**src/rtl/spq_pkg.sv**
```systemverilog
// ----------------------------------------------------------------------------
// spq_pkg
// Types, codes and helpers shared by the sorted priority queue modules.
// ----------------------------------------------------------------------------
package spq_pkg;

    localparam int DAYS   = 7;
    localparam int DAY_W  = 3;
    localparam int PRIO_W = 7;
    localparam int MOD_W  = 11;
    localparam int TAG_W  = 16;
    localparam int OCC_W  = 7;

    localparam logic [1:0] OP_INSERT = 2'd0;
    localparam logic [1:0] OP_POP    = 2'd1;
    localparam logic [1:0] OP_QUERY  = 2'd2;

    localparam logic [1:0] ST_OK      = 2'd0;
    localparam logic [1:0] ST_INVALID = 2'd1;
    localparam logic [1:0] ST_FULL    = 2'd2;
    localparam logic [1:0] ST_EMPTY   = 2'd3;

    localparam logic [PRIO_W-1:0] PRIO_MIN = 7'd1;
    localparam logic [PRIO_W-1:0] PRIO_MAX = 7'd100;
    localparam logic [5:0]        HOURS    = 6'd24;
    localparam logic [5:0]        MINUTES  = 6'd60;
    localparam logic [MOD_W-1:0]  MIN_PER_HOUR = 11'd60;

    typedef struct packed {
        logic [1:0]        opcode;
        logic [PRIO_W-1:0] priority_req;
        logic [5:0]        hour;
        logic [5:0]        minute;
        logic [7:0]        day_letter;
        logic [TAG_W-1:0]  tag;
    } cmd_t;

    typedef struct packed {
        logic [1:0]        status;
        logic [PRIO_W-1:0] out_priority;
        logic [MOD_W-1:0]  out_minute_of_day;
        logic [DAY_W-1:0]  out_day_index;
        logic [TAG_W-1:0]  out_tag;
        logic [OCC_W-1:0]  occupancy;
    } res_t;

    typedef struct packed {
        logic [PRIO_W-1:0] prio;
        logic [MOD_W-1:0]  mod;
        logic [DAY_W-1:0]  day;
        logic [TAG_W-1:0]  tag;
    } entry_t;

    // broadcast to every cell
    typedef struct packed {
        logic   ins;
        logic   pop;
        entry_t new_entry;
    } cell_ctrl_t;

    typedef struct packed {
        logic             inc;
        logic [DAY_W-1:0] inc_day;
        logic             dec;
        logic [DAY_W-1:0] dec_day;
    } tally_ctrl_t;

    typedef struct packed {
        logic             ok;
        logic [DAY_W-1:0] idx;
    } day_code_t;

    function automatic day_code_t decode_day(input logic [7:0] letter);
        day_code_t r;
        r.ok = 1'b1;
        case (letter)
            8'h4C:   r.idx = 3'd0;  // L
            8'h4D:   r.idx = 3'd1;  // M
            8'h58:   r.idx = 3'd2;  // X
            8'h4A:   r.idx = 3'd3;  // J
            8'h56:   r.idx = 3'd4;  // V
            8'h53:   r.idx = 3'd5;  // S
            8'h44:   r.idx = 3'd6;  // D
            default:
            begin
                r.ok  = 1'b0;
                r.idx = 3'd0;
            end
        endcase
        return r;
    endfunction

    // true when key (p, m) sorts ahead of or equal to entry e
    function automatic logic goes_before(input logic [PRIO_W-1:0] p,
                                         input logic [MOD_W-1:0] m,
                                         input entry_t e);
        return (p < e.prio) || ((p == e.prio) && (m <= e.mod));
    endfunction

endpackage

```
**src/rtl/spq_cell.sv**
```systemverilog
// ----------------------------------------------------------------------------
// spq_cell
// One slot of the sorted queue: holds an entry and shifts with its neighbors.
// ----------------------------------------------------------------------------
module spq_cell (
    input  logic               clk,
    input  logic               rst_n,
    input  spq_pkg::cell_ctrl_t ctrl,
    input  spq_pkg::entry_t    left_entry,
    input  logic               left_valid,
    input  logic               left_goes,
    input  spq_pkg::entry_t    right_entry,
    input  logic               right_valid,
    output spq_pkg::entry_t    entry,
    output logic               valid,
    output logic               goes
);
    import spq_pkg::*;

    entry_t entry_reg, entry_next;
    logic   valid_reg, valid_next;

    // empty slots always take part in the shift
    assign goes  = !valid_reg ||
                   goes_before(ctrl.new_entry.prio, ctrl.new_entry.mod, entry_reg);
    assign entry = entry_reg;
    assign valid = valid_reg;

    always_comb
    begin
        entry_next = entry_reg;
        valid_next = valid_reg;
        if (ctrl.ins && goes)
        begin
            if (left_goes)
            begin
                entry_next = left_entry;
                valid_next = left_valid;
            end
            else
            begin
                entry_next = ctrl.new_entry;
                valid_next = 1'b1;
            end
        end
        else if (ctrl.pop)
        begin
            entry_next = right_entry;
            valid_next = right_valid;
        end
    end

    always_ff @(posedge clk or negedge rst_n)
    begin
        if (!rst_n)
        begin
            valid_reg <= 1'b0;
        end
        else
        begin
            valid_reg <= valid_next;
        end
    end

    always_ff @(posedge clk)
    begin
        entry_reg <= entry_next;
    end

endmodule

```
**config.mk**
```make
export PLATFORM = sky130hd
export DESIGN_NAME = spq_cell
export DESIGN_NICKNAME = d
export VERILOG_FILES = /design/src/rtl/spq_pkg.sv /design/src/rtl/spq_cell.sv
export SDC_FILE = /design/constraint.sdc
export NUM_CORES = 1
export LEC_CHECK = 0
export ABC_AREA = 1
export BUFFER_PORTS_ARGS = -buffer_cell sky130_fd_sc_hd__buf_4
export CAP_MARGIN = 20
export CORE_MARGIN = 4
export CORE_UTILIZATION = 25
export DETAILED_ROUTE_END_ITERATION = 7
export REMOVE_ABC_BUFFERS = 1
export SETUP_SLACK_MARGIN = 0.05
export SYNTH_ARGS = -nofsm -noshare
export SYNTH_HDL_FRONTEND = slang
export SYNTH_SLANG_ARGS = --single-unit
```
**constraint.sdc**
```tcl
create_clock -name clk -period 4.8 [get_ports clk]
set_input_delay 1.44 -clock clk [delete_from_list [all_inputs] [get_ports clk]]
set_output_delay 1.44 -clock clk [all_outputs]
set_load 0.1 [all_outputs]
```
; Word level (Yosys, flattened, before mapping)
; Index checks and enable logic that the tools add are counted.
[op_classes]
n_reduce_logical = 6
eq_ne = 1
order_cmp = 2
n_mux = 6
[op_table]
columns = op, n
row1 = two-way mux 37 bit, 3
row2 = <= comparator 11 bit, 1
row3 = equality test 7 bit, 1
row4 = less-than comparator 7 bit, 1
row5 = two-way mux 1 bit, 3
row6 = logical AND 1 bit, 2
row7 = logical OR 1 bit, 2
row8 = nonzero test 2 bit, 1
row9 = zero test 1 bit, 1
[totals]
reg_bits = 38
inputBits = 118
out_inout_bits = 39
word_cells = 20

; Longest topological paths before layout
; Gate-level depths: netlist of the first run.
[logic_depth]
depth_word = 6
mapped_depth = 16
mapped_depth_nobuf = 15

; Worst setup path before layout of the first run
; No wires, ideal clock.
[synth_timing]
path_type = in2reg
start = in ctrl[29] (netlist name)
end = reg entry_reg, in the netlist entry[0] (enable)
path_stages = 13
slack_ps = 702
arrival_ps = 3703
path_buffers = 1
cell_sequence = ha_1 nand2_1 inv_2 nand2_1 inv_1 nand2_1 nand3_1 nand2_1 nand2_1 nand2_2 nand2_4 buf_6 nand2_1
[synth_between]
elab_chain_len = 6
[synth_lines]
columns = item, line
row1 = "start, declared", spq_cell.sv:8  ; input spq_pkg::cell_ctrl_t ctrl,
row2 = <= comparator 11 bit, spq_pkg.sv:97  ; return (p < e.prio) || ((p == e.prio) && (m <= e.mod));
row3 = logical AND 1 bit, spq_pkg.sv:97
row4 = logical OR 1 bit, spq_pkg.sv:97
row5 = logical OR 1 bit, spq_cell.sv:24  ; assign goes = !valid_reg ||
row6 = net goes, spq_cell.sv:16  ; output logic goes
row7 = logical AND 1 bit, spq_cell.sv:33  ; if (ctrl.ins && goes)
row8 = nonzero test 2 bit (no source line), --
row9 = "end signal, assigned", spq_cell.sv:67  ; entry_reg <= entry_next;
row10 = "end, declared", spq_cell.sv:20  ; entry_t entry_reg, entry_next;
; The timed path passes the listed nets, and every way through them passes these cells.
; A chain may end at the register's enable or synchronous reset.

; Worst setup path in the final report of the first run
[layout_timing]
start = in ctrl[29] (netlist name)
end = out goes
[layout_between]
elab_chain_len = 4
[layout_lines]
columns = item, line
row1 = <= comparator 11 bit, spq_pkg.sv:97
row2 = logical AND 1 bit, spq_pkg.sv:97
row3 = logical OR 1 bit, spq_pkg.sv:97
row4 = logical OR 1 bit, spq_cell.sv:24
row5 = "end, declared", spq_cell.sv:16
; Every way passes these cells.

==> report_table.html, run 1 <==
<table>
<tr><th>Metric</th><th>Value</th></tr>
<tr><th colspan="2">Critical path</th></tr>
<tr><td>Kind of end point of the critical path</td><td>output port</td></tr>
<tr><td>Reg2Reg Capture Point</td><td>entry[21]$_DFFE_PP_</td></tr>
<tr><td>Startpoint type of the worst setup path</td><td>input pin</td></tr>
<tr><td>Data arrival, critical path</td><td>2.76 ns</td></tr>
<tr><td>Setup slack on the worst flop-to-flop path</td><td>2.58 ns</td></tr>
<tr><td>Worst Path Max Fanout</td><td>3</td></tr>
<tr><td>Critical register-to-register path startpoint</td><td>entry[28]$_DFFE_PP_</td></tr>
<tr><td>Data required, critical path</td><td>3.36 ns</td></tr>
<tr><td>Crit path kind</td><td>input pin to output port</td></tr>
<tr><td>Number of cells on the worst reg-to-reg path</td><td>14</td></tr>
<tr><th colspan="2">Cells and area</th></tr>
<tr><td>Antenna cells</td><td>0</td></tr>
<tr><td>Relative area change from synthesis to final layout</td><td>50.8%</td></tr>
<tr><td>Number of nets in the finished design</td><td>550</td></tr>
<tr><td>Number of flip-flops in the largest register</td><td>37</td></tr>
<tr><td>Final design area excluding fillers</td><td>4090 um2</td></tr>
<tr><td>Fraction of layout cells with a size suffix above 1</td><td>55.4%</td></tr>
<tr><td>Filler instances</td><td>1068</td></tr>
<tr><th colspan="2">Pwr</th></tr>
<tr><td>Total design power</td><td>1.70 mW</td></tr>
<tr><td>Leakage power figure</td><td>2.04 nW</td></tr>
<tr><td>Worst supply voltage drop on vdd</td><td>0.171 mV</td></tr>
<tr><td>Total power per unit cell area</td><td>416 nW/um2</td></tr>
<tr><th colspan="2">STA</th></tr>
<tr><td>Post-route worst hold slack</td><td>0.553 ns</td></tr>
<tr><td>Number of failing setup endpoints in the final timing report</td><td>0</td></tr>
<tr><td>Tightest slew margin relative to the limit</td><td>58.2%</td></tr>
<tr><td>Final total negative setup slack</td><td>0 ns</td></tr>
<tr><td>Shortest period the worst path allows</td><td>4.20 ns</td></tr>
<tr><td>Final worst-path cycle share</td><td>87.6%</td></tr>
<tr><td>Worst clock skew on the final layout</td><td>0.00467 ns</td></tr>
<tr><td>Max frequency</td><td>238 MHz</td></tr>
<tr><td>Final hold viol count</td><td>0</td></tr>
<tr><td>Worst Tran Pin Value</td><td>0.627 ns</td></tr>
<tr><td>Final-report max-slew violation count</td><td>0</td></tr>
<tr><td>RSZ-0062 raised after global routing</td><td>no</td></tr>
<tr><th colspan="2">Clock tree</th></tr>
<tr><td>Count of cells resized by post-cts repair</td><td>0</td></tr>
<tr><td>Clock tree from TritonCTS</td><td>built</td></tr>
<tr><td>Setup Buffers After CTS</td><td>0</td></tr>
<tr><td>Maximum number of buffers from clock root to sink</td><td>2</td></tr>
<tr><td>Post-cts hold buffer count</td><td>0</td></tr>
<tr><td>CTS buffer count</td><td>5</td></tr>
<tr><td>Clock slew at reported path FFs</td><td>0.08 ns</td></tr>
<tr><td>Clock Sink Count</td><td>38</td></tr>
<tr><td>Source-to-sink clock delay at the later pin of the worst-skew pair</td><td>0.29 ns</td></tr>
<tr><td>Number of levels the H-tree was split into</td><td>2</td></tr>
<tr><td>Root Buffer</td><td>sky130_fd_sc_hd__clkbuf_8</td></tr>
<tr><th colspan="2">Synth</th></tr>
<tr><td>Cell type contributing the most total cell area after synthesis</td><td>sky130_fd_sc_hd__edfxtp_1</td></tr>
<tr><td>Post-synth EDFFs</td><td>37</td></tr>
<tr><td>Most common library cells after synthesis</td><td>sky130_fd_sc_hd__nand2_1, sky130_fd_sc_hd__edfxtp_1, sky130_fd_sc_hd__mux2i_1</td></tr>
<tr><td>Synth Flop Type</td><td>sky130_fd_sc_hd__edfxtp_1</td></tr>
<tr><td>Share of synthesized registers carrying an async set or reset</td><td>2.63%</td></tr>
<tr><td>Post-synth top area share</td><td>41.0%</td></tr>
<tr><td>Synth Instances</td><td>261</td></tr>
<tr><td>Cell area after technology mapping</td><td>2710 um2</td></tr>
<tr><td>Post-synthesis register bit count</td><td>38</td></tr>
<tr><td>Most used standard cell by instance count after synthesis</td><td>sky130_fd_sc_hd__nand2_1</td></tr>
<tr><td>Average cell area after synthesis</td><td>10.4 um2</td></tr>
<tr><td>Synth Warn #</td><td>0</td></tr>
<tr><td>Seq/Total Area, Yosys</td><td>41.9%</td></tr>
<tr><td>Main area contributors after synthesis</td><td>sky130_fd_sc_hd__edfxtp_1, sky130_fd_sc_hd__mux2i_1, sky130_fd_sc_hd__o21ai_2</td></tr>
<tr><td>Count of unique library cells instantiated by Yosys</td><td>23</td></tr>
<tr><th colspan="2">Floorplan</th></tr>
<tr><td>Starting density of the core</td><td>25.9%</td></tr>
<tr><td>Width of the die</td><td>112 um</td></tr>
<tr><td>Die area</td><td>12600 um2</td></tr>
<tr><td>IO Pins</td><td>157</td></tr>
<tr><td>Chip height</td><td>112 um</td></tr>
<tr><td>Placeable core region</td><td>10500 um2</td></tr>
<tr><td>Rows</td><td>37</td></tr>
<tr><th colspan="2">Route</th></tr>
<tr><td>Pre-antenna DRT Iters</td><td>4</td></tr>
<tr><td>Post-detailed-route DRC marker count</td><td>0</td></tr>
<tr><td>Iteration-0 DRC count of the detailed router</td><td>57</td></tr>
<tr><td>Drt wl/cell</td><td>13.3 um</td></tr>
<tr><td>Number of antenna-violating nets in the routed design</td><td>0</td></tr>
<tr><td>Post-detailed-route via-to-cell ratio</td><td>4.25</td></tr>
<tr><td>Vias post-DR</td><td>2340</td></tr>
<tr><td>Wire length reported by the detailed router</td><td>7320 um</td></tr>
<tr><th colspan="2">Global routing</th></tr>
<tr><td>Global-route wire length before repair</td><td>11400 um</td></tr>
<tr><td>Vias in the first global route</td><td>2367</td></tr>
<tr><td>Residual overflow from global routing</td><td>0</td></tr>
<tr><td>Pin count of the biggest net entering global routing</td><td>77</td></tr>
<tr><td>Antenna violations before repair</td><td>0</td></tr>
<tr><td>Global-route usage over all layers</td><td>11.2%</td></tr>
<tr><th colspan="2">Placed design</th></tr>
<tr><td>IO Port Bufs</td><td>156</td></tr>
<tr><td>Area post-placement</td><td>3960 um2</td></tr>
<tr><td>Post-detailed-placement half-perimeter wirelength</td><td>5750 um</td></tr>
<tr><td>Final weighted congestion in routability-driven placement</td><td>0.802</td></tr>
<tr><th colspan="2">Outcome</th></tr>
<tr><td>Result of the run</td><td>finished clean</td></tr>
<tr><th colspan="2">Run</th></tr>
<tr><td>Count of max-cap constraint violations</td><td>0</td></tr>
<tr><th colspan="2">Worst hold path</th></tr>
<tr><td>Number of cells on the worst hold path</td><td>2</td></tr>
<tr><td>Worst hold-check path type</td><td>flip-flop to flip-flop</td></tr>
<tr><td>Launch instance of the worst min-delay path</td><td>valid$_DFFE_PN0P_</td></tr>
<tr><td>Hold Path End</td><td>valid$_DFFE_PN0P_</td></tr>
</table>
[area by class of cell]
cell class	instances	area, um2	area share (%)
clock inverters	3	63.8	1.56
inverters	31	116	2.85
clock buffers	5	68.8	1.68
repair buffers	158	1200	29.3
multi-input cells	180	1340	32.6
flip-flops and latches	38	1140	27.8
well taps	136	170	4.16
[cells in the final DEF, fill, tap and decap left out, drive strengths merged]
cell type  instances
a21boi             1
a21oi              6
buf              158
bufinv             2
clkbuf             5
clkinv             1
dfrtp              1
edfxtp            37
ha                18
inv               31
mux2i             35
nand2             71
nand3              3
nand4              1
nor2               3
nor4b              1
o21a               1
o21ai             40
[power by group]
part	total (mW)	switching (mW)	internal (mW)
Combinational	0.902	0.667	0.234
Clock	0.327	0.121	0.206
Sequential	0.473	0.0256	0.447
[logic make-up after synthesis]
group | count (synthesis) | synth area share (%)
buffers and inverters | 43 | 8.95
multiplexers | 35 | 12.9
AO/OA/AOI/OAI | 48 | 13.2
flip-flops | 38 | 41.9
adder cells (fa/ha/maj) | 18 | 8.31
AND/OR/NAND/NOR | 79 | 14.7
[worst max-delay path by stage]
stage                               to      from
floorplan           entry[0]$_DFFE_PP_  ctrl[29]
global placement                  goes  ctrl[29]
detailed placement                goes  ctrl[29]
CTS                               goes  ctrl[29]
global route                      goes  ctrl[21]
finish                            goes  ctrl[29]
[stage by stage]
| stage | instances | util, % | worst slack (ns) |
|---|---|---|---|
| 6_report | 551 | 39.1 | 0.595 |
| 3_3_place_gp | 543 | 37.8 | 0.547 |
| 4_1_cts | 551 | 39.1 | 0.553 |
| 5_1_grt | 551 | 39.1 | 0.417 |
| 3_5_place_dp | 543 | 37.8 | 0.557 |
| 2_1_floorplan | 249 | - | 0.0358 |
[metal layers]
metal | GRT usage [%] | up-vias | share of wire [%]
li1 | - | 1193 | -
met1 | 12.7 | 1042 | 39
met2 | 19.4 | 101 | 49
met3 | 4.85 | 4 | 11
met4 | 2.64 | 0 | 0.75
met5 | 0 | - | 0
[worst max-delay path, cell delays in order]
cell and delay [ns]:
sky130_fd_sc_hd__buf_4 0.11, sky130_fd_sc_hd__ha_1 0.30, sky130_fd_sc_hd__nand2_1 0.08, sky130_fd_sc_hd__inv_2 0.04, sky130_fd_sc_hd__nand2_1 0.07, sky130_fd_sc_hd__inv_1 0.05, sky130_fd_sc_hd__nand2_1 0.06, sky130_fd_sc_hd__nand3_1 0.07
sky130_fd_sc_hd__nand2_1 0.08, sky130_fd_sc_hd__nand2_1 0.06, sky130_fd_sc_hd__nand2_2 0.10, sky130_fd_sc_hd__buf_4 0.30
Note: power is estimated with default switching activity, not from simulation.
==> run 2, diff against run 1 <==
--- a/config.mk
+++ b/config.mk
@@ -5,7 +5,6 @@
 export SDC_FILE = /design/constraint.sdc
 export NUM_CORES = 1
 export LEC_CHECK = 0
-export ABC_AREA = 1
 export BUFFER_PORTS_ARGS = -buffer_cell sky130_fd_sc_hd__buf_4
 export CAP_MARGIN = 20
 export CORE_MARGIN = 4
==> report_table.html, run 2 <==
<table>
<tr><th>Metric</th><th>Value</th></tr>
<tr><th colspan="2">Route</th></tr>
<tr><td>Vias post-DR</td><td>2098 (was 2340)</td></tr>
<tr><td>Pre-antenna DRT Iters</td><td>3 (was 4)</td></tr>
<tr><td>Iteration-0 DRC count of the detailed router</td><td>28 (was 57)</td></tr>
<tr><td>Highest layer used for signal routing</td><td>met4 (unchanged)</td></tr>
<tr><td>Wire length the detailed router placed on met1</td><td>2720 um (was 2860 um)</td></tr>
<tr><td>Met2 wire length</td><td>3610 um (was 3590 um)</td></tr>
<tr><td>Number of antenna-violating nets in the routed design</td><td>0 (unchanged)</td></tr>
<tr><td>Post-detailed-route DRC marker count</td><td>0 (unchanged)</td></tr>
<tr><td>Drt wl/cell</td><td>14.5 um (was 13.3 um)</td></tr>
<tr><td>Met3 layer wire length in the routed design</td><td>715 um (was 805 um)</td></tr>
<tr><td>Post-detailed-route via-to-cell ratio</td><td>4.28 (was 4.25)</td></tr>
<tr><td>Wire length reported by the detailed router</td><td>7110 um (was 7320 um)</td></tr>
<tr><th colspan="2">Clock tree</th></tr>
<tr><td>Clock Sink Count</td><td>38 (unchanged)</td></tr>
<tr><td>Root Buffer</td><td>sky130_fd_sc_hd__clkbuf_8 (unchanged)</td></tr>
<tr><td>Clock slew at reported path FFs</td><td>0.08 ns (about the same)</td></tr>
<tr><td>Clock tree from TritonCTS</td><td>built (unchanged)</td></tr>
<tr><td>Setup Buffers After CTS</td><td>0 (unchanged)</td></tr>
<tr><td>CTS buffer count</td><td>5 (unchanged)</td></tr>
<tr><td>Maximum number of buffers from clock root to sink</td><td>2 (unchanged)</td></tr>
<tr><td>Source-to-sink clock delay at the later pin of the worst-skew pair</td><td>0.29 ns (about the same)</td></tr>
<tr><td>Number of levels the H-tree was split into</td><td>2 (unchanged)</td></tr>
<tr><th colspan="2">STA</th></tr>
<tr><td>Shortest period the worst path allows</td><td>4.55 ns (was 4.20 ns)</td></tr>
<tr><td>Final worst-path cycle share</td><td>94.8% (was 87.6%)</td></tr>
<tr><td>Worst clock skew on the final layout</td><td>0.00987 ns (was 0.00467 ns)</td></tr>
<tr><td>Fin worst setup slack</td><td>0.251 ns (was 0.595 ns)</td></tr>
<tr><td>Final hold viol count</td><td>0 (unchanged)</td></tr>
<tr><td>Tightest slew margin relative to the limit</td><td>64.6% (was 58.2%)</td></tr>
<tr><td>Final total negative setup slack</td><td>0 ns (unchanged)</td></tr>
<tr><td>Worst Tran Pin Value</td><td>0.531 ns (was 0.627 ns)</td></tr>
<tr><td>Final-report max-slew violation count</td><td>0 (unchanged)</td></tr>
<tr><td>RSZ-0062 raised after global routing</td><td>no (unchanged)</td></tr>
<tr><td>Number of failing setup endpoints in the final timing report</td><td>0 (unchanged)</td></tr>
<tr><td>Max frequency</td><td>220 MHz (was 238 MHz)</td></tr>
<tr><th colspan="2">Worst hold path</th></tr>
<tr><td>Hold Path End</td><td>valid$_DFFE_PN0P_ (unchanged)</td></tr>
<tr><td>Number of cells on the worst hold path</td><td>2 (unchanged)</td></tr>
<tr><td>Launch instance of the worst min-delay path</td><td>valid$_DFFE_PN0P_ (unchanged)</td></tr>
<tr><td>Worst hold-check path type</td><td>flip-flop to flip-flop (unchanged)</td></tr>
<tr><th colspan="2">Synth</th></tr>
<tr><td>Main area contributors after synthesis</td><td>sky130_fd_sc_hd__edfxtp_1, sky130_fd_sc_hd__mux2_2, sky130_fd_sc_hd__ha_1 (was sky130_fd_sc_hd__edfxtp_1, sky130_fd_sc_hd__mux2i_1, sky130_fd_sc_hd__o21ai_2)</td></tr>
<tr><td>Share of synthesized registers carrying an async set or reset</td><td>2.63% (unchanged)</td></tr>
<tr><td>Most used standard cell by instance count after synthesis</td><td>sky130_fd_sc_hd__mux2_2 (was sky130_fd_sc_hd__nand2_1)</td></tr>
<tr><td>Synth Flop Type</td><td>sky130_fd_sc_hd__edfxtp_1 (unchanged)</td></tr>
<tr><td>Post-synthesis register bit count</td><td>38 (unchanged)</td></tr>
<tr><td>Cell type contributing the most total cell area after synthesis</td><td>sky130_fd_sc_hd__edfxtp_1 (unchanged)</td></tr>
<tr><td>Post-synth EDFFs</td><td>37 (unchanged)</td></tr>
<tr><td>Synth Warn #</td><td>0 (unchanged)</td></tr>
<tr><td>Cell area after technology mapping</td><td>2580 um2 (was 2710 um2)</td></tr>
<tr><td>Post-synth top area share</td><td>43.1% (was 41.0%)</td></tr>
<tr><td>Synth Instances</td><td>196 (was 261)</td></tr>
<tr><td>Seq/Total Area, Yosys</td><td>44.1% (was 41.9%)</td></tr>
<tr><td>Count of unique library cells instantiated by Yosys</td><td>30 (was 23)</td></tr>
<tr><td>Average cell area after synthesis</td><td>13.1 um2 (was 10.4 um2)</td></tr>
<tr><td>Most common library cells after synthesis</td><td>sky130_fd_sc_hd__mux2_2, sky130_fd_sc_hd__edfxtp_1, sky130_fd_sc_hd__inv_1 (was sky130_fd_sc_hd__nand2_1, sky130_fd_sc_hd__edfxtp_1, sky130_fd_sc_hd__mux2i_1)</td></tr>
<tr><th colspan="2">Pwr</th></tr>
<tr><td>Total power per unit cell area</td><td>421 nW/um2 (was 416 nW/um2)</td></tr>
<tr><td>Total design power</td><td>1.69 mW (was 1.70 mW)</td></tr>
<tr><td>Leakage power figure</td><td>1.84 nW (was 2.04 nW)</td></tr>
<tr><td>Net switching fraction of the power</td><td>48.8% (was 47.8%)</td></tr>
<tr><td>Clock group share of total power</td><td>12.8% (was 19.2%)</td></tr>
<tr><td>Switch Pwr</td><td>0.826 mW (was 0.814 mW)</td></tr>
<tr><td>Power Internal</td><td>0.867 mW (was 0.887 mW)</td></tr>
<tr><td>Proportion of power drawn by flip-flops and latches</td><td>28.6% (was 27.8%)</td></tr>
<tr><td>Worst supply voltage drop on vdd</td><td>0.182 mV (was 0.171 mV)</td></tr>
<tr><td>Combinational Power Share</td><td>58.6% (was 53.0%)</td></tr>
<tr><th colspan="2">Floorplan</th></tr>
<tr><td>Chip height</td><td>110 um (was 112 um)</td></tr>
<tr><td>Die area</td><td>12000 um2 (was 12600 um2)</td></tr>
<tr><td>IO Pins</td><td>157 (unchanged)</td></tr>
<tr><td>Width of the die</td><td>110 um (was 112 um)</td></tr>
<tr><td>Placeable core region</td><td>9910 um2 (was 10500 um2)</td></tr>
<tr><td>Rows</td><td>36 (was 37)</td></tr>
<tr><td>Starting density of the core</td><td>26.0% (was 25.9%)</td></tr>
<tr><th colspan="2">Critical path</th></tr>
<tr><td>Startpoint type of the worst setup path</td><td>input pin (unchanged)</td></tr>
<tr><td>Critical register-to-register path startpoint</td><td>entry[25]$_DFFE_PP_ (was entry[28]$_DFFE_PP_)</td></tr>
<tr><td>Number of cells on the worst reg-to-reg path</td><td>9 (was 14)</td></tr>
<tr><td>Data arrival, critical path</td><td>3.11 ns (was 2.76 ns)</td></tr>
<tr><td>Kind of end point of the critical path</td><td>output port (unchanged)</td></tr>
<tr><td>Crit path kind</td><td>input pin to output port (unchanged)</td></tr>
<tr><td>Data required, critical path</td><td>3.36 ns (about the same)</td></tr>
<tr><td>Setup slack on the worst flop-to-flop path</td><td>1.93 ns (was 2.58 ns)</td></tr>
<tr><td>Reg2Reg Capture Point</td><td>entry[4]$_DFFE_PP_ (was entry[21]$_DFFE_PP_)</td></tr>
<tr><td>Worst Path Max Fanout</td><td>3 (unchanged)</td></tr>
<tr><th colspan="2">Placed design</th></tr>
<tr><td>IO Port Bufs</td><td>156 (unchanged)</td></tr>
<tr><td>Final weighted congestion in routability-driven placement</td><td>0.735 (was 0.802)</td></tr>
<tr><td>Worst setup timing slack at the placement stage</td><td>0.0850 ns (was 0.557 ns)</td></tr>
<tr><td>Post-detailed-placement half-perimeter wirelength</td><td>5540 um (was 5750 um)</td></tr>
<tr><td>Total placed cells including tap cells</td><td>482 (was 543)</td></tr>
<tr><th colspan="2">Cells and area</th></tr>
<tr><td>Number of nets in the finished design</td><td>492 (was 550)</td></tr>
<tr><td>Commonest non-fill, non-tap cell in the layout</td><td>sky130_fd_sc_hd__buf_4 (unchanged)</td></tr>
<tr><td>Final Non-Filler Cells</td><td>490 (was 551)</td></tr>
<tr><td>Relative area change from synthesis to final layout</td><td>56.0% (was 50.8%)</td></tr>
<tr><td>Number of flip-flops in the largest register</td><td>37 (unchanged)</td></tr>
<tr><td>Fraction of layout cells with a size suffix above 1</td><td>66.9% (was 55.4%)</td></tr>
<tr><td>Filler instances</td><td>1007 (was 1068)</td></tr>
<tr><td>Most frequent cells in the layout</td><td>sky130_fd_sc_hd__buf_4, sky130_fd_sc_hd__mux2_2, sky130_fd_sc_hd__edfxtp_1 (was sky130_fd_sc_hd__buf_4, sky130_fd_sc_hd__nand2_1, sky130_fd_sc_hd__edfxtp_1)</td></tr>
<tr><td>Antenna cells</td><td>0 (unchanged)</td></tr>
<tr><th colspan="2">Global routing</th></tr>
<tr><td>Global-route usage over all layers</td><td>11.2% (about the same)</td></tr>
<tr><td>Global-route wire length before repair</td><td>10400 um (was 11400 um)</td></tr>
<tr><td>Antenna violations before repair</td><td>0 (unchanged)</td></tr>
<tr><td>Residual overflow from global routing</td><td>0 (unchanged)</td></tr>
<tr><td>Pin count of the biggest net entering global routing</td><td>41 (was 77)</td></tr>
<tr><td>Vias in the first global route</td><td>2205 (was 2367)</td></tr>
<tr><th colspan="2">Run</th></tr>
<tr><td>Count of max-cap constraint violations</td><td>0 (unchanged)</td></tr>
<tr><th colspan="2">Outcome</th></tr>
<tr><td>Result of the run</td><td>finished clean (unchanged)</td></tr>
</table>
-- run 2: cell count changes after synthesis, moves of 8 or more --
cell / previous run / this run
sky130_fd_sc_hd__nand2_1: 39 / 3
sky130_fd_sc_hd__mux2i_1: 35 / 2
sky130_fd_sc_hd__o21ai_2: 30 / 0
sky130_fd_sc_hd__mux2_2: 0 / 61
sky130_fd_sc_hd__inv_1: 30 / 19
sky130_fd_sc_hd__nand2_2: 31 / 0
sky130_fd_sc_hd__mux2_4: 0 / 8
-- run 2: layout make-up --
| cell class | instances | area, um2 | area share, % |
|---|---|---|---|
| clock buffers | 8 | 80.1 | 1.99 |
| repair buffers | 161 | 1240 | 30.8 |
| well taps | 133 | 166 | 4.14 |
| flip-flops and latches | 38 | 1140 | 28.3 |
| inverters | 19 | 71.3 | 1.77 |
| multi-input cells | 131 | 1330 | 33.0 |
-- run 2: worst max-delay path by stage --
stage	from	endpoint	slack (ns)
2_1_floorplan	ctrl[27]	entry[0]$_DFFE_PP_	-0.13
3_3_place_gp	ctrl[25]	goes	0.12
3_5_place_dp	ctrl[25]	goes	0.09
4_1_cts	ctrl[27]	goes	0.09
5_1_grt	ctrl[25]	goes	0.08
6_report	ctrl[25]	goes	0.25
-- run 2: what timing repair did --
| action | in CTS | in global routing |
|---|---|---|
| hold endpoints to repair | 0 | 0 |
| resized for setup | 0 | 2 |
| hold buffers | 0 | 0 |
| endpoints found under the setup margin | 0 | 1 |
-- run 2: layer usage --
layer  track usage (%)  vias to the layer above
li1                  -                     1057
met1              12.5                      955
met2              20.2                       80
met3              4.05                        6
met4              2.67                        0
met5                 0                        -
-- run 2: worst max-delay path, stage by stage --
cell and delay [ns]:
sky130_fd_sc_hd__buf_4 0.11, sky130_fd_sc_hd__ha_1 0.31, sky130_fd_sc_hd__a21oi_1 0.12, sky130_fd_sc_hd__o21ai_0 0.11, sky130_fd_sc_hd__a2111oi_2 0.40, sky130_fd_sc_hd__buf_4 0.17, sky130_fd_sc_hd__o21ai_0 0.07, sky130_fd_sc_hd__nand3b_1 0.12
sky130_fd_sc_hd__buf_6 0.23
-- run 2: power by group through the flow --
stage                     Sequential, mW  Combinational (mW)  Clock [mW]
final                              0.484               0.992       0.217
after global routing               0.491                1.04       0.245
after CTS                          0.485                1.00       0.233
after detailed placement           0.491               0.998           0
after global placement             0.491               0.994           0
after floorplan                    0.977               0.249           0
-- run 2: kinds of logic after synthesis --
kind of cell	after synthesis	synth area share, %
multiplexers	74	33.4
buffers and inverters	27	4.61
AND/OR/NAND/NOR	22	5.00
adder cells (fa/ha/maj)	18	8.74
flip-flops	38	44.1
AO/OA/AOI/OAI	17	4.13
-- run 2: per-stage QoR --
stage                     util (%)  hold WS (ns)  area, um2
after CTS                     40.5         0.697       4010
final                         40.6         0.686       4020
after detailed placement      39.7         0.677       3930
after global routing          40.6         0.719       4020
after global placement        39.7         0.670       3930
after floorplan                  -          1.12       2530
==> run 3, diff against run 2 <==
--- a/config.mk
+++ b/config.mk
@@ -7,10 +7,10 @@
 export LEC_CHECK = 0
 export BUFFER_PORTS_ARGS = -buffer_cell sky130_fd_sc_hd__buf_4
 export CAP_MARGIN = 20
+export CORE_ASPECT_RATIO = 0.7
 export CORE_MARGIN = 4
 export CORE_UTILIZATION = 25
 export DETAILED_ROUTE_END_ITERATION = 7
-export REMOVE_ABC_BUFFERS = 1
 export SETUP_SLACK_MARGIN = 0.05
 export SYNTH_ARGS = -nofsm -noshare
 export SYNTH_HDL_FRONTEND = slang
==> report_table.html, run 3 (synthesized netlist as in run 2, its figures left out) <==
<table>
<tr><th>Metric</th><th>Value</th></tr>
<tr><th colspan="2">Pwr</th></tr>
<tr><td>Total power per unit cell area</td><td>453 nW/um2 (was 421 nW/um2)</td></tr>
<tr><td>Worst supply voltage drop on vdd</td><td>0.163 mV (was 0.182 mV)</td></tr>
<tr><td>Total design power</td><td>1.84 mW (was 1.69 mW)</td></tr>
<tr><td>Leakage power figure</td><td>1.86 nW (was 1.84 nW)</td></tr>
<tr><th colspan="2">Floorplan</th></tr>
<tr><td>Placeable core region</td><td>9870 um2 (was 9910 um2)</td></tr>
<tr><td>IO Pins</td><td>157 (unchanged)</td></tr>
<tr><td>Chip height</td><td>92.9 um (was 110 um)</td></tr>
<tr><td>Rows</td><td>30 (was 36)</td></tr>
<tr><td>Width of the die</td><td>129 um (was 110 um)</td></tr>
<tr><td>Starting density of the core</td><td>26.1% (was 26.0%)</td></tr>
<tr><td>Die area</td><td>12000 um2 (about the same)</td></tr>
<tr><th colspan="2">Placed design</th></tr>
<tr><td>Area post-placement</td><td>3890 um2 (was 3930 um2)</td></tr>
<tr><td>Final weighted congestion in routability-driven placement</td><td>0.740 (was 0.735)</td></tr>
<tr><td>Worst setup timing slack at the placement stage</td><td>0.108 ns (was 0.0850 ns)</td></tr>
<tr><td>Total placed cells including tap cells</td><td>476 (was 482)</td></tr>
<tr><td>Post-detailed-placement half-perimeter wirelength</td><td>5610 um (was 5540 um)</td></tr>
<tr><td>IO Port Bufs</td><td>156 (unchanged)</td></tr>
<tr><th colspan="2">Synth</th></tr>
<tr><td>Net Count, Synth</td><td>332</td></tr>
<tr><th colspan="2">Cells and area</th></tr>
<tr><td>Relative area change from synthesis to final layout</td><td>57.6% (was 56.0%)</td></tr>
<tr><td>Commonest non-fill, non-tap cell in the layout</td><td>sky130_fd_sc_hd__buf_4 (unchanged)</td></tr>
<tr><td>Final Non-Filler Cells</td><td>484 (was 490)</td></tr>
<tr><td>Final design area excluding fillers</td><td>4060 um2 (was 4020 um2)</td></tr>
<tr><td>Number of flip-flops in the largest register</td><td>37 (unchanged)</td></tr>
<tr><td>Antenna cells</td><td>0 (unchanged)</td></tr>
<tr><td>Number of nets in the finished design</td><td>491 (was 492)</td></tr>
<tr><td>Most frequent cells in the layout</td><td>sky130_fd_sc_hd__buf_4, sky130_fd_sc_hd__mux2_2, sky130_fd_sc_hd__edfxtp_1 (unchanged)</td></tr>
<tr><td>Filler instances</td><td>991 (was 1007)</td></tr>
<tr><td>Fraction of the core area covered by cells at the end of the flow</td><td>41.1% (was 40.6%)</td></tr>
<tr><td>Fraction of layout cells with a size suffix above 1</td><td>67.7% (was 66.9%)</td></tr>
<tr><th colspan="2">Clock tree</th></tr>
<tr><td>Number of levels the H-tree was split into</td><td>2 (unchanged)</td></tr>
<tr><td>Post-cts hold buffer count</td><td>0 (unchanged)</td></tr>
<tr><td>Setup Buffers After CTS</td><td>0 (unchanged)</td></tr>
<tr><td>Maximum number of buffers from clock root to sink</td><td>2 (unchanged)</td></tr>
<tr><td>Source-to-sink clock delay at the later pin of the worst-skew pair</td><td>0.28 ns (was 0.29 ns)</td></tr>
<tr><td>Clock tree from TritonCTS</td><td>built (unchanged)</td></tr>
<tr><td>Root Buffer</td><td>sky130_fd_sc_hd__clkbuf_16 (was sky130_fd_sc_hd__clkbuf_8)</td></tr>
<tr><td>Clock Sink Count</td><td>38 (unchanged)</td></tr>
<tr><td>CTS buffer count</td><td>5 (unchanged)</td></tr>
<tr><td>Clock slew at reported path FFs</td><td>0.06 ns (was 0.08 ns)</td></tr>
<tr><th colspan="2">Global routing</th></tr>
<tr><td>Vias in the first global route</td><td>2213 (was 2205)</td></tr>
<tr><td>Residual overflow from global routing</td><td>0 (unchanged)</td></tr>
<tr><td>Antenna violations before repair</td><td>0 (unchanged)</td></tr>
<tr><td>Global-route wire length before repair</td><td>10800 um (was 10400 um)</td></tr>
<tr><td>Global-route usage over all layers</td><td>11.3% (was 11.2%)</td></tr>
<tr><td>Pin count of the biggest net entering global routing</td><td>41 (unchanged)</td></tr>
<tr><th colspan="2">Route</th></tr>
<tr><td>Pre-antenna DRT Iters</td><td>4 (was 3)</td></tr>
<tr><td>Iteration-0 DRC count of the detailed router</td><td>33 (was 28)</td></tr>
<tr><td>Post-detailed-route via-to-cell ratio</td><td>4.29 (was 4.28)</td></tr>
<tr><td>Number of antenna-violating nets in the routed design</td><td>0 (unchanged)</td></tr>
<tr><td>Vias post-DR</td><td>2078 (was 2098)</td></tr>
<tr><td>Drt wl/cell</td><td>14.6 um (was 14.5 um)</td></tr>
<tr><td>Post-detailed-route DRC marker count</td><td>0 (unchanged)</td></tr>
<tr><td>Wire length reported by the detailed router</td><td>7060 um (was 7110 um)</td></tr>
<tr><th colspan="2">Critical path</th></tr>
<tr><td>Startpoint type of the worst setup path</td><td>input pin (unchanged)</td></tr>
<tr><td>Crit path kind</td><td>input pin to output port (unchanged)</td></tr>
<tr><td>Buffers &amp; Inverters on Critical Path</td><td>2 (was 3)</td></tr>
<tr><td>Kind of cell adding the most delay to the critical path</td><td>compound AO/OA/AOI/OAI gates (unchanged)</td></tr>
<tr><td>Critical Path, Cell by Cell</td><td>buf_4, ha_1, a21oi_1, o21ai_0, a2111oi_2, o21ai_0, nand3b_1, buf_4 (was buf_4, ha_1, a21oi_1, o21ai_0, a2111oi_2, buf_4, o21ai_0, nand3b_1, buf_6)</td></tr>
<tr><td>Worst Path Max Fanout</td><td>3 (unchanged)</td></tr>
<tr><td>Kind of end point of the critical path</td><td>output port (unchanged)</td></tr>
<tr><td>Critical path's largest stage delay</td><td>0.44 ns (was 0.40 ns)</td></tr>
<tr><td>Data required, critical path</td><td>3.36 ns (about the same)</td></tr>
<tr><td>Crit path max-delay cell type</td><td>sky130_fd_sc_hd__a2111oi_2 (unchanged)</td></tr>
<tr><td>Data arrival, critical path</td><td>3.11 ns (about the same)</td></tr>
<tr><th colspan="2">STA</th></tr>
<tr><td>Final hold viol count</td><td>0 (unchanged)</td></tr>
<tr><td>Final total negative setup slack</td><td>0 ns (unchanged)</td></tr>
<tr><td>Final worst-path cycle share</td><td>94.7% (was 94.8%)</td></tr>
<tr><td>Shortest period the worst path allows</td><td>4.55 ns (about the same)</td></tr>
<tr><td>Tightest slew margin relative to the limit</td><td>64.4% (was 64.6%)</td></tr>
<tr><td>Final-report max-slew violation count</td><td>0 (unchanged)</td></tr>
<tr><td>Worst clock skew on the final layout</td><td>0.00294 ns (was 0.00987 ns)</td></tr>
<tr><td>Number of failing setup endpoints in the final timing report</td><td>0 (unchanged)</td></tr>
<tr><td>RSZ-0062 raised after global routing</td><td>no (unchanged)</td></tr>
<tr><td>Fin worst setup slack</td><td>0.253 ns (was 0.251 ns)</td></tr>
<tr><td>Max frequency</td><td>220 MHz (about the same)</td></tr>
<tr><td>Post-route worst hold slack</td><td>0.702 ns (was 0.686 ns)</td></tr>
<tr><td>Worst Tran Pin Value</td><td>0.533 ns (was 0.531 ns)</td></tr>
<tr><th colspan="2">Outcome</th></tr>
<tr><td>Result of the run</td><td>finished clean (unchanged)</td></tr>
<tr><th colspan="2">Worst hold path</th></tr>
<tr><td>Worst hold-check path type</td><td>flip-flop to flip-flop (unchanged)</td></tr>
<tr><th colspan="2">Run</th></tr>
<tr><td>Count of max-cap constraint violations</td><td>0 (unchanged)</td></tr>
</table>
run 3: repair_timing:
| action | in CTS | in global routing |
|---|---|---|
| hold endpoints to repair | 0 | 0 |
| resized for setup | 0 | 1 |
| endpoints found under the setup margin | 0 | 1 |
run 3: path summary, 6_finish.rpt:
check | from | end | slack [ns] | depth (start not counted)
max reg2reg | entry[25]$_DFFE_PP_ | entry[27]$_DFFE_PP_ | 2.07 | 9
max | ctrl[25] | goes | 0.25 | 8
min | valid$_DFFE_PN0P_ | valid$_DFFE_PN0P_ | 0.70 | 2
max in group asynchronous | rst_n | valid$_DFFE_PN0P_ | 3.80 | 1
min reg2reg | valid$_DFFE_PN0P_ | valid$_DFFE_PN0P_ | 0.70 | 2
min in group asynchronous | rst_n | valid$_DFFE_PN0P_ | 0.92 | 1
run 3: routing by layer:
layer  vias up  wire (um)  global-route usage [%]
met2        91       3170                    18.8
met5         -          0                       0
met1       930       3010                    13.6
met4         0         53                    2.88
li1       1052          -                       -
met3         5        829                    4.61
run 3: layout make-up:
cell class | instances | area, um2 | area share (%)
inverters | 19 | 71.3 | 1.76
flip-flops and latches | 38 | 1140 | 28.0
multi-input cells | 131 | 1330 | 32.7
well taps | 128 | 160 | 3.94
clock inverters | 3 | 40.0 | 0.986
clock buffers | 5 | 125 | 3.08
repair buffers | 160 | 1200 | 29.6
run 3: worst min-delay path: stages (launching register included):
cell                      delay (ns)
sky130_fd_sc_hd__dfrtp_1        0.43
sky130_fd_sc_hd__mux2i_1        0.10
sky130_fd_sc_hd__mux2i_1        0.12
run 3: power by group:
| part | internal, mW | switching, mW |
|---|---|---|
| logic | 0.293 | 0.684 |
| clock network | 0.243 | 0.134 |
| registers | 0.457 | 0.0300 |
| total | 0.994 | 0.847 |
